`src/rtl/hpack_prefix_integer_decoder_defines.svh`:
```
// Assertion macros used by the prefix integer decoder RTL.
`ifndef HPACK_PREFIX_INTEGER_DECODER_DEFINES_SVH
`define HPACK_PREFIX_INTEGER_DECODER_DEFINES_SVH

// Same-cycle implication, disabled while in reset.
`define HPID_ASSERT_IMPLY(label, clk, rst_n, ante, cons, msg) \
    label: assert property (@(posedge clk) disable iff (!rst_n) (ante) |-> (cons)) \
        else $error(msg);

// Next-cycle implication, disabled while in reset.
`define HPID_ASSERT_NEXT(label, clk, rst_n, ante, cons, msg) \
    label: assert property (@(posedge clk) disable iff (!rst_n) (ante) |=> (cons)) \
        else $error(msg);

`endif

```
`src/rtl/hpid_pkg.sv`:
```
// Types and constants shared by the prefix integer decoder modules.
`default_nettype none
package hpid_pkg;

    // Result status codes
    localparam logic [1:0] ST_OK    = 2'd0;
    localparam logic [1:0] ST_OVF   = 2'd1;
    localparam logic [1:0] ST_TRUNC = 2'd2;

    // Byte layout constants
    localparam logic [7:0] GROUP_MASK = 8'd127;
    localparam logic [3:0] MAX_PREFIX = 4'd8;
    localparam logic [3:0] MAX_COUNT  = 4'd15;

    // Classified byte passed from the front end to the accumulator
    typedef struct packed {
        logic       first;  // starts a new integer
        logic [7:0] group;  // prefix bits or 7-bit continuation group
        logic       fin;    // integer completes with this byte
        logic       trunc;  // buffer ends mid-integer on this byte
    } cmd_t;

endpackage
`default_nettype wire

```
`src/rtl/hpid_front.sv`:
```
// Front end: accepts bytes, drops stray continuation bytes, classifies the rest.
`default_nettype none
module hpid_front
(
    input  wire                clk,
    input  wire                rst_n,
    input  wire                in_valid,
    output logic               in_ready,
    input  wire  [7:0]         data_byte,
    input  wire                int_start,
    input  wire  [3:0]         prefix_bits,
    input  wire                end_of_buffer,
    output logic               push,
    output hpid_pkg::cmd_t     cmd,
    input  wire                q_ready
);
    import hpid_pkg::*;

    logic       in_progress_reg;
    logic       in_progress_next;
    logic [3:0] n_clamped;
    logic [7:0] limit;
    logic [7:0] prefix;
    logic       accept;

    assign in_ready = q_ready;
    assign accept   = in_valid && q_ready;

    // Prefix width clamped to 1..8 and the all-ones limit it implies
    always_comb
    begin
        if (prefix_bits == 4'd0)
            n_clamped = 4'd1;
        else if (prefix_bits > MAX_PREFIX)
            n_clamped = MAX_PREFIX;
        else
            n_clamped = prefix_bits;
        limit  = 8'((9'd1 << n_clamped) - 9'd1);
        prefix = data_byte & limit;
    end

    // Classification of the accepted byte
    always_comb
    begin
        cmd              = '0;
        push             = 1'b0;
        in_progress_next = in_progress_reg;
        cmd.first        = int_start;
        if (int_start)
        begin
            cmd.group = prefix;
            cmd.fin   = (prefix != limit);
            cmd.trunc = (prefix == limit) && end_of_buffer;
        end
        else
        begin
            cmd.group = data_byte & GROUP_MASK;
            cmd.fin   = !data_byte[7];
            cmd.trunc = data_byte[7] && end_of_buffer;
        end
        if (accept && (int_start || in_progress_reg))
        begin
            push             = 1'b1;
            in_progress_next = !cmd.fin && !cmd.trunc;
        end
    end

    // Integer-in-flight flag
    always_ff @(posedge clk or negedge rst_n)
    begin
        if (!rst_n)
            in_progress_reg <= 1'b0;
        else
            in_progress_reg <= in_progress_next;
    end

endmodule
`default_nettype wire

```
`src/rtl/hpid_queue.sv`:
```
// Two-entry queue of classified bytes between front end and accumulator.
`default_nettype none
module hpid_queue
(
    input  wire                clk,
    input  wire                rst_n,
    input  wire                push,
    input  hpid_pkg::cmd_t     push_cmd,
    output logic               q_ready,
    output logic               q_valid,
    output hpid_pkg::cmd_t     q_cmd,
    input  wire                pop
);
    import hpid_pkg::*;

    cmd_t       entry_reg [2];
    logic [1:0] count_reg;
    logic [1:0] count_next;
    logic       wr_ptr_reg;
    logic       rd_ptr_reg;

    assign q_ready = (count_reg != 2'd2);
    assign q_valid = (count_reg != 2'd0);
    assign q_cmd   = entry_reg[rd_ptr_reg];

    always_comb
    begin
        count_next = count_reg;
        if (push && !pop)
            count_next = count_reg + 2'd1;
        else if (pop && !push)
            count_next = count_reg - 2'd1;
    end

    // Pointers and fill count
    always_ff @(posedge clk or negedge rst_n)
    begin
        if (!rst_n)
        begin
            count_reg  <= 2'd0;
            wr_ptr_reg <= 1'b0;
            rd_ptr_reg <= 1'b0;
        end
        else
        begin
            count_reg <= count_next;
            if (push)
                wr_ptr_reg <= !wr_ptr_reg;
            if (pop)
                rd_ptr_reg <= !rd_ptr_reg;
        end
    end

    // Entry storage
    always_ff @(posedge clk)
    begin
        if (push)
            entry_reg[wr_ptr_reg] <= push_cmd;
    end

endmodule
`default_nettype wire

```
`src/rtl/hpid_back.sv`:
```
// Back end: saturating shift-add accumulator and result register.
`default_nettype none
`include "hpack_prefix_integer_decoder_defines.svh"
module hpid_back
#(
    parameter int VALUE_WIDTH = 32
)
(
    input  wire                clk,
    input  wire                rst_n,
    input  wire                q_valid,
    input  hpid_pkg::cmd_t     q_cmd,
    output logic               pop,
    output logic               out_valid,
    input  wire                out_ready,
    output logic [31:0]        value,
    output logic [3:0]         bytes_used,
    output logic [1:0]         status
);
    import hpid_pkg::*;

    localparam int          EFF_W = (VALUE_WIDTH > 32) ? 32 : VALUE_WIDTH;
    localparam logic [31:0] CAP   = 32'((64'd1 << EFF_W) - 64'd1);

    logic [31:0] acc_reg,   acc_next;
    logic [5:0]  shift_reg, shift_next;
    logic [3:0]  count_reg, count_next;
    logic        ovf_reg,   ovf_next;
    logic        out_valid_reg;
    logic [31:0] value_reg;
    logic [3:0]  bytes_reg;
    logic [1:0]  status_reg;

    logic [31:0] base_acc;
    logic [5:0]  base_shift;
    logic        base_ovf;
    logic [39:0] sum;
    logic [6:0]  shift_inc;
    logic        emit;

    assign pop        = q_valid && (!out_valid_reg || out_ready);
    assign emit       = q_cmd.fin || q_cmd.trunc;
    assign out_valid  = out_valid_reg;
    assign value      = value_reg;
    assign bytes_used = bytes_reg;
    assign status     = status_reg;

    // Shift-add with saturation at the value cap
    always_comb
    begin
        base_acc   = q_cmd.first ? 32'd0 : acc_reg;
        base_shift = q_cmd.first ? 6'd0  : shift_reg;
        base_ovf   = q_cmd.first ? 1'b0  : ovf_reg;
        sum        = {8'd0, base_acc} + ({32'd0, q_cmd.group} << base_shift[4:0]);
        shift_inc  = {1'b0, shift_reg} + 7'd7;

        acc_next = base_acc;
        ovf_next = base_ovf;
        if (q_cmd.group != 8'd0)
        begin
            if (base_ovf || base_shift[5])
            begin
                acc_next = CAP;
                ovf_next = 1'b1;
            end
            else if (sum > {8'd0, CAP})
            begin
                acc_next = CAP;
                ovf_next = 1'b1;
            end
            else
            begin
                acc_next = sum[31:0];
            end
        end

        if (q_cmd.first)
        begin
            shift_next = 6'd0;
            count_next = 4'd1;
        end
        else
        begin
            shift_next = (shift_inc > 7'd63) ? 6'd63 : shift_inc[5:0];
            count_next = (count_reg == MAX_COUNT) ? MAX_COUNT : count_reg + 4'd1;
        end
    end

    // Accumulator state
    always_ff @(posedge clk or negedge rst_n)
    begin
        if (!rst_n)
        begin
            acc_reg   <= 32'd0;
            shift_reg <= 6'd0;
            count_reg <= 4'd0;
            ovf_reg   <= 1'b0;
        end
        else if (pop)
        begin
            acc_reg   <= acc_next;
            shift_reg <= shift_next;
            count_reg <= count_next;
            ovf_reg   <= ovf_next;
        end
    end

    // Result register
    always_ff @(posedge clk or negedge rst_n)
    begin
        if (!rst_n)
            out_valid_reg <= 1'b0;
        else if (pop && emit)
            out_valid_reg <= 1'b1;
        else if (out_ready)
            out_valid_reg <= 1'b0;
    end

    always_ff @(posedge clk)
    begin
        if (pop && emit)
        begin
            value_reg <= acc_next;
            bytes_reg <= count_next;
            if (q_cmd.trunc)
                status_reg <= ST_TRUNC;
            else if (ovf_next)
                status_reg <= ST_OVF;
            else
                status_reg <= ST_OK;
        end
    end

    // Checks
    `HPID_ASSERT_IMPLY(a_ovf_holds_cap, clk, rst_n, ovf_reg, acc_reg == CAP, "overflow without cap")
    `HPID_ASSERT_IMPLY(a_pop_needs_entry, clk, rst_n, pop, q_valid, "pop from empty queue")
    `HPID_ASSERT_IMPLY(a_result_nonzero_count, clk, rst_n, out_valid_reg, bytes_reg != 4'd0,
        "result with zero byte count")
    `HPID_ASSERT_NEXT(a_emit_loads_result, clk, rst_n, pop && emit, out_valid_reg,
        "completed integer not presented")

endmodule
`default_nettype wire

```
`src/rtl/hpack_prefix_integer_decoder.sv`:
```
// Top level of the header-compression prefix integer decoder.
//
// Input stream: one header-block byte per transfer. tdata carries the byte,
// tuser carries the start-of-integer flag (bit 0) and the prefix width N
// (bits 4:1), and tlast marks the last byte available in the buffer.
// Output stream: one result per completed or truncated integer. tdata holds
// the value (bits 31:0) and the bytes used (bits 35:32); tuser holds status
// (0 ok, 1 saturated overflow, 2 truncated).
// tvalid rises once the byte that ends the integer has passed the queue
// slot and then the shift-add into the result register; a stalled receiver
// can hold it in the queue. Throughput: one byte per cycle while results
// are taken, set by the single shift-add step in the accumulator stage.
// Reset clears the accumulator, the in-flight flag, the two-entry queue and
// the output valid flag; tready is high straight after reset.
// When the receiver stalls, the result register holds its transfer, bytes
// still drain into the queue, and tready drops once the queue is full.
`default_nettype none
module hpack_prefix_integer_decoder
#(
    parameter int VALUE_WIDTH = 32
)
(
    input  wire         clk,
    input  wire         rst_n,
    input  wire         s_axis_tvalid,
    output logic        s_axis_tready,
    input  wire  [7:0]  s_axis_tdata,   // data_byte[7:0]
    input  wire  [4:0]  s_axis_tuser,   // int_start[0], prefix_bits[4:1]
    input  wire         s_axis_tlast,
    output logic        m_axis_tvalid,
    input  wire         m_axis_tready,
    output logic [39:0] m_axis_tdata,   // value[31:0], bytes_used[35:32], zero[39:36]
    output logic [1:0]  m_axis_tuser    // status[1:0]
);
    import hpid_pkg::*;

    logic        push;
    cmd_t        push_cmd;
    logic        q_ready;
    logic        q_valid;
    cmd_t        q_cmd;
    logic        pop;
    logic [31:0] value;
    logic [3:0]  bytes_used;

    hpid_front u_front
    (
        .clk           (clk),
        .rst_n         (rst_n),
        .in_valid      (s_axis_tvalid),
        .in_ready      (s_axis_tready),
        .data_byte     (s_axis_tdata),
        .int_start     (s_axis_tuser[0]),
        .prefix_bits   (s_axis_tuser[4:1]),
        .end_of_buffer (s_axis_tlast),
        .push          (push),
        .cmd           (push_cmd),
        .q_ready       (q_ready)
    );

    hpid_queue u_queue
    (
        .clk      (clk),
        .rst_n    (rst_n),
        .push     (push),
        .push_cmd (push_cmd),
        .q_ready  (q_ready),
        .q_valid  (q_valid),
        .q_cmd    (q_cmd),
        .pop      (pop)
    );

    hpid_back #(.VALUE_WIDTH(VALUE_WIDTH)) u_back
    (
        .clk        (clk),
        .rst_n      (rst_n),
        .q_valid    (q_valid),
        .q_cmd      (q_cmd),
        .pop        (pop),
        .out_valid  (m_axis_tvalid),
        .out_ready  (m_axis_tready),
        .value      (value),
        .bytes_used (bytes_used),
        .status     (m_axis_tuser)
    );

    assign m_axis_tdata = {4'd0, bytes_used, value};

endmodule
`default_nettype wire
```
`config.mk`:
```
export PLATFORM = sky130hd
export DESIGN_NAME = hpack_prefix_integer_decoder
export DESIGN_NICKNAME = d
export VERILOG_FILES = /design/src/rtl/hpid_pkg.sv /design/src/rtl/hpid_front.sv /design/src/rtl/hpid_queue.sv /design/src/rtl/hpid_back.sv /design/src/rtl/hpack_prefix_integer_decoder.sv
export VERILOG_INCLUDE_DIRS = /design/src /design/src/rtl
export SDC_FILE = /design/constraint.sdc
export NUM_CORES = 1
export LEC_CHECK = 0
export BUFFER_PORTS_ARGS = -buffer_cell sky130_fd_sc_hd__buf_4
export CAP_MARGIN = 40
export CORE_MARGIN = 8
export CORE_UTILIZATION = 40
export CTS_CLUSTER_DIAMETER = 60
export DETAILED_ROUTE_END_ITERATION = 6
export PLACE_DENSITY_LB_ADDON = 0.1
export SLEW_MARGIN = 0
export SYNTH_ARGS = -nofsm -noshare
export SYNTH_HDL_FRONTEND = slang
export SYNTH_SLANG_ARGS = --single-unit
```
`constraint.sdc`:
```
create_clock -name clk -period 9.1 [get_ports clk]
set_clock_uncertainty 0.2 [all_clocks]
set_input_delay 0.455 -clock clk [delete_from_list [all_inputs] [get_ports clk]]
set_output_delay 0.455 -clock clk [all_outputs]
set_load 0.005 [all_outputs]
```
==> implementation parameters <==
Parameter                              Value

Critical path
  Register-to-register setup slack ... ~2600 ps
  Launch instance of the worst register-to-register path ... u_queue.rd_ptr_reg$_DFFE_PN0P_
  Crit path max fanout ... 20
  CP endpoint ... u_back.value[12]$_DFFE_PP_
  Capture point of the worst reg-to-reg path ... u_back.value[12]$_DFFE_PP_
  Crit Path Class ... reg2reg
  Worst setup EP type ... register
  FF-to-FF path depth ... 21
  CP startpoint kind ... register
  Origin of the worst setup path ... u_queue.rd_ptr_reg$_DFFE_PN0P_
  Data arrival at the endpoint of the critical path ... about 6400 ps
  Data required time at the worst endpoint ... ~9000 ps

Status
  Status ... completed

Timing
  Tmin final ... 6480 ps
  Setup repair after global routing missed its margin ... no
  Achievable Freq ... 154 MHz
  Final period utilization ... 71.3%
  Transition time at the pin with the least slew margin ... around 880 ps
  Max_slew headroom ... 41.4%
  Final Slew Violations ... 0
  Setup TNS after final layout ... 0 ps
  Final hold violation count ... 0
  Setup violators final ... 0

Pwr
  Peak ir drop on the vdd network ... ~0.14 mV
  Power density over the cells ... 389 nW/um2
  Static leakage ... 3.79 nW
  Total power draw ... 0.00358 W

Cells and area
  Finished Core Util ... 45.6%
  Final Net Count ... 994
  Post-route cell area ... 9190 um2
  Area occupied by multi-input gates ... 4850 um2
  Signed area change from the synthesized netlist to the final layout ... 12.1%
  Fillers ... 2042
  Count of inserted antenna diode cells ... 0
  Share of post-route cells with drive strength above 1 ... 12.9%
  Flip-flop and latch area ... 3030 um2

Synthesis
  Sequential cell area fraction in the yosys report ... a little under two fifths
  Count of warnings emitted by yosys ... 0
  Primary FF master, synth ... sky130_fd_sc_hd__edfxtp_1
  Synth top area cells ... sky130_fd_sc_hd__edfxtp_1 (22%), sky130_fd_sc_hd__dfrtp_1 (15%), sky130_fd_sc_hd__ha_1 (5.6%)
  Cell types with the highest counts after synthesis ... sky130_fd_sc_hd__nand2_1 (83), sky130_fd_sc_hd__nor2_1 (80), sky130_fd_sc_hd__a21oi_1 (69)
  Gate count after technology mapping ... 912
  Mapped cell area ... 8200 um2
  Ys async rst share ... 45.0%
  Number of synthesized flops with an enable pin ... 60
  Mean instance size in the synthesized netlist ... about 9.0 um2
  Post-synth top area cell ... sky130_fd_sc_hd__edfxtp_1
  Most frequent cell after synthesis ... sky130_fd_sc_hd__nand2_1
  Register bit total from synthesis ... approximately 110
  Synth top area share ... 22.0%
  Number of distinct library cell variants in the gate-level netlist after synthesis ... approximately 80

Detailed routing
  Average routed wire per standard cell ... roughly 20 um
  Number of iterations in the first detailed-routing pass ... 5
  Vias/cell ... 5.92
  DR iter-0 viols ... 661
  DRC Markers ... 0
  Routed via count ... approximately 7200
  Total detailed-routing wirelength ... 24600 um
  ANT nets after route ... 0

Floorplan
  Width of the die ... roughly 160 um
  Number of placement rows ... 52
  Core area ... 20200 um2
  Initial Utilization ... just over 40%
  Num ports ... 62
  Die ar. ... between 20000 and 30000 um2
  Vert. Die Dim ... 159 um

GRT
  First-pass GRT wire length ... 39000 um
  GR Util All Layers ... 19.1%
  Number of antenna violations at the first check in global routing ... 0
  Pin count of the biggest net entering global routing ... 50
  Total congestion overflow after global routing ... 0
  Vias in the first global route ... about 7000

Placement
  Final HPWL DP ... 18100 um
  Number of I/O port buffers ... 57
  Total placed instance area ... approximately 9000 um2
  Gpl congestion ... 0.898

Clocking
  Count of cells resized by post-cts repair ... 0
  Clk root buf ... sky130_fd_sc_hd__clkbuf_16
  Clock Pin Slew Worst Setup and Hold Paths ... 80 ps
  H-tree depth ... 3
  TritonCTS Sinks ... 109
  Clock tree from TritonCTS ... done
  Insertion delay to the later sink of the worst-skew pair ... approximately 360 ps
  Clock Tree Buf Depth ... 2
  Number of clock buffers inserted by TritonCTS ... 9

Worst hold path
  Worst hold path type ... in2reg

Run
  Number of maximum-capacitance violations ... 0
## kinds of logic (layout without fill, tap and decap cells)
logic type / Yosys count / count (layout) / synth area share (%)
XOR/XNOR: 33 / 33 / 3.53
AO/OA/AOI/OAI: 281 / 281 / 24.1
flip-flops: 109 / 109 / 36.9
other: 2 / 5 / 0.0916
multiplexers: 32 / 32 / 4.56
AND/OR/NAND/NOR: 334 / 334 / 20.5
buffers and inverters: 83 / 111 / 4.36
adder cells (fa/ha/maj): 38 / 38 / 5.89
## critical path, cell delays in order, from the launching register on
cell and delay [ps]:
sky130_fd_sc_hd__dfrtp_1 550, sky130_fd_sc_hd__buf_16 210, sky130_fd_sc_hd__mux2i_4 530, sky130_fd_sc_hd__buf_8 240, sky130_fd_sc_hd__nand2_1 100, sky130_fd_sc_hd__nor2_1 140, sky130_fd_sc_hd__a21oi_1 80, sky130_fd_sc_hd__o22ai_1 180
sky130_fd_sc_hd__a21oi_1 80, sky130_fd_sc_hd__o21ai_0 530, sky130_fd_sc_hd__nor3_1 130, sky130_fd_sc_hd__ha_1 480, sky130_fd_sc_hd__and4_1 300, sky130_fd_sc_hd__nand3_1 110, sky130_fd_sc_hd__a211o_1 310, sky130_fd_sc_hd__a31oi_1 330
sky130_fd_sc_hd__o211ai_1 160, sky130_fd_sc_hd__mux2i_2 410, sky130_fd_sc_hd__o211ai_4 230, sky130_fd_sc_hd__nor3_2 410, sky130_fd_sc_hd__buf_4 370, sky130_fd_sc_hd__a2bb2oi_1 120
## cell usage in the layout, fill, tap and decap left out, types with 15 or more instances in the layout
master / n
sky130_fd_sc_hd__xnor2_1: 22
sky130_fd_sc_hd__buf_4: 67
sky130_fd_sc_hd__o21ai_0: 33
sky130_fd_sc_hd__o211ai_1: 28
sky130_fd_sc_hd__inv_1: 22
sky130_fd_sc_hd__nor2_1: 79
sky130_fd_sc_hd__nand2_1: 83
sky130_fd_sc_hd__a2bb2oi_1: 24
sky130_fd_sc_hd__and2_1: 42
sky130_fd_sc_hd__nand3_1: 27
sky130_fd_sc_hd__mux2i_1: 18
sky130_fd_sc_hd__a21oi_1: 69
sky130_fd_sc_hd__a21o_1: 15
sky130_fd_sc_hd__a31oi_1: 17
sky130_fd_sc_hd__dfrtp_1: 49
sky130_fd_sc_hd__edfxtp_1: 60
sky130_fd_sc_hd__ha_1: 37
sky130_fd_sc_hd__nor3_1: 18
## what timing repair did
action,in CTS,in global routing
hold buffers,1,0
setup buffers,0,0
hold endpoints to repair,49,0
## per-layer routing
layer | global-route usage (%) | up-vias | routed length [um]
li1 | - | 3435 | -
met1 | 26.5 | 3489 | 11800
met2 | 30.1 | 216 | 11100
met3 | 2.64 | 38 | 1200
met4 | 6.78 | 0 | 541
met5 | 0 | - | 0
## worst min path at each step
stage	cells after the start	end	from
after floorplan	0	u_back.acc_reg[0]$_DFFE_PN0P_	rst_n
after global placement	2	u_back.acc_reg[26]$_DFFE_PN0P_	u_back.acc_reg[26]$_DFFE_PN0P_
after detailed placement	2	u_back.acc_reg[15]$_DFFE_PN0P_	u_back.acc_reg[15]$_DFFE_PN0P_
after CTS	2	u_front.in_progress_reg$_DFFE_PN0P_	s_axis_tlast
after global routing	2	u_front.in_progress_reg$_DFFE_PN0P_	s_axis_tlast
final	2	u_front.in_progress_reg$_DFFE_PN0P_	s_axis_tlast
## power by group
part | internal [W] | switching, W
clock network | 0.000193 | 0.000205
logic | 0.000869 | 0.00131
registers | 0.000834 | 0.000163
total | 0.00190 | 0.00168
## through the flow
stage / hold slack (ps) / std cells / worst slack, ps
after floorplan: -40.6 / 915 / 4250
after global placement: 243 / 1190 / 2100
after detailed placement: 254 / 1196 / 2720
after CTS: 72.5 / 1213 / 2700
after global routing: 82.8 / 1213 / 2130
final: 82.9 / 1213 / 2620
## cell type report
cell class | instances | share of cell area (%)
multi-input cells | 723 | 52.8
flip-flops and latches | 109 | 33.0
repair buffers | 72 | 6.51
well taps | 270 | 3.68
clock buffers | 9 | 2.45
inverters | 23 | 0.940
clock inverters | 7 | 0.708
(Power assumes the default switching activity.)
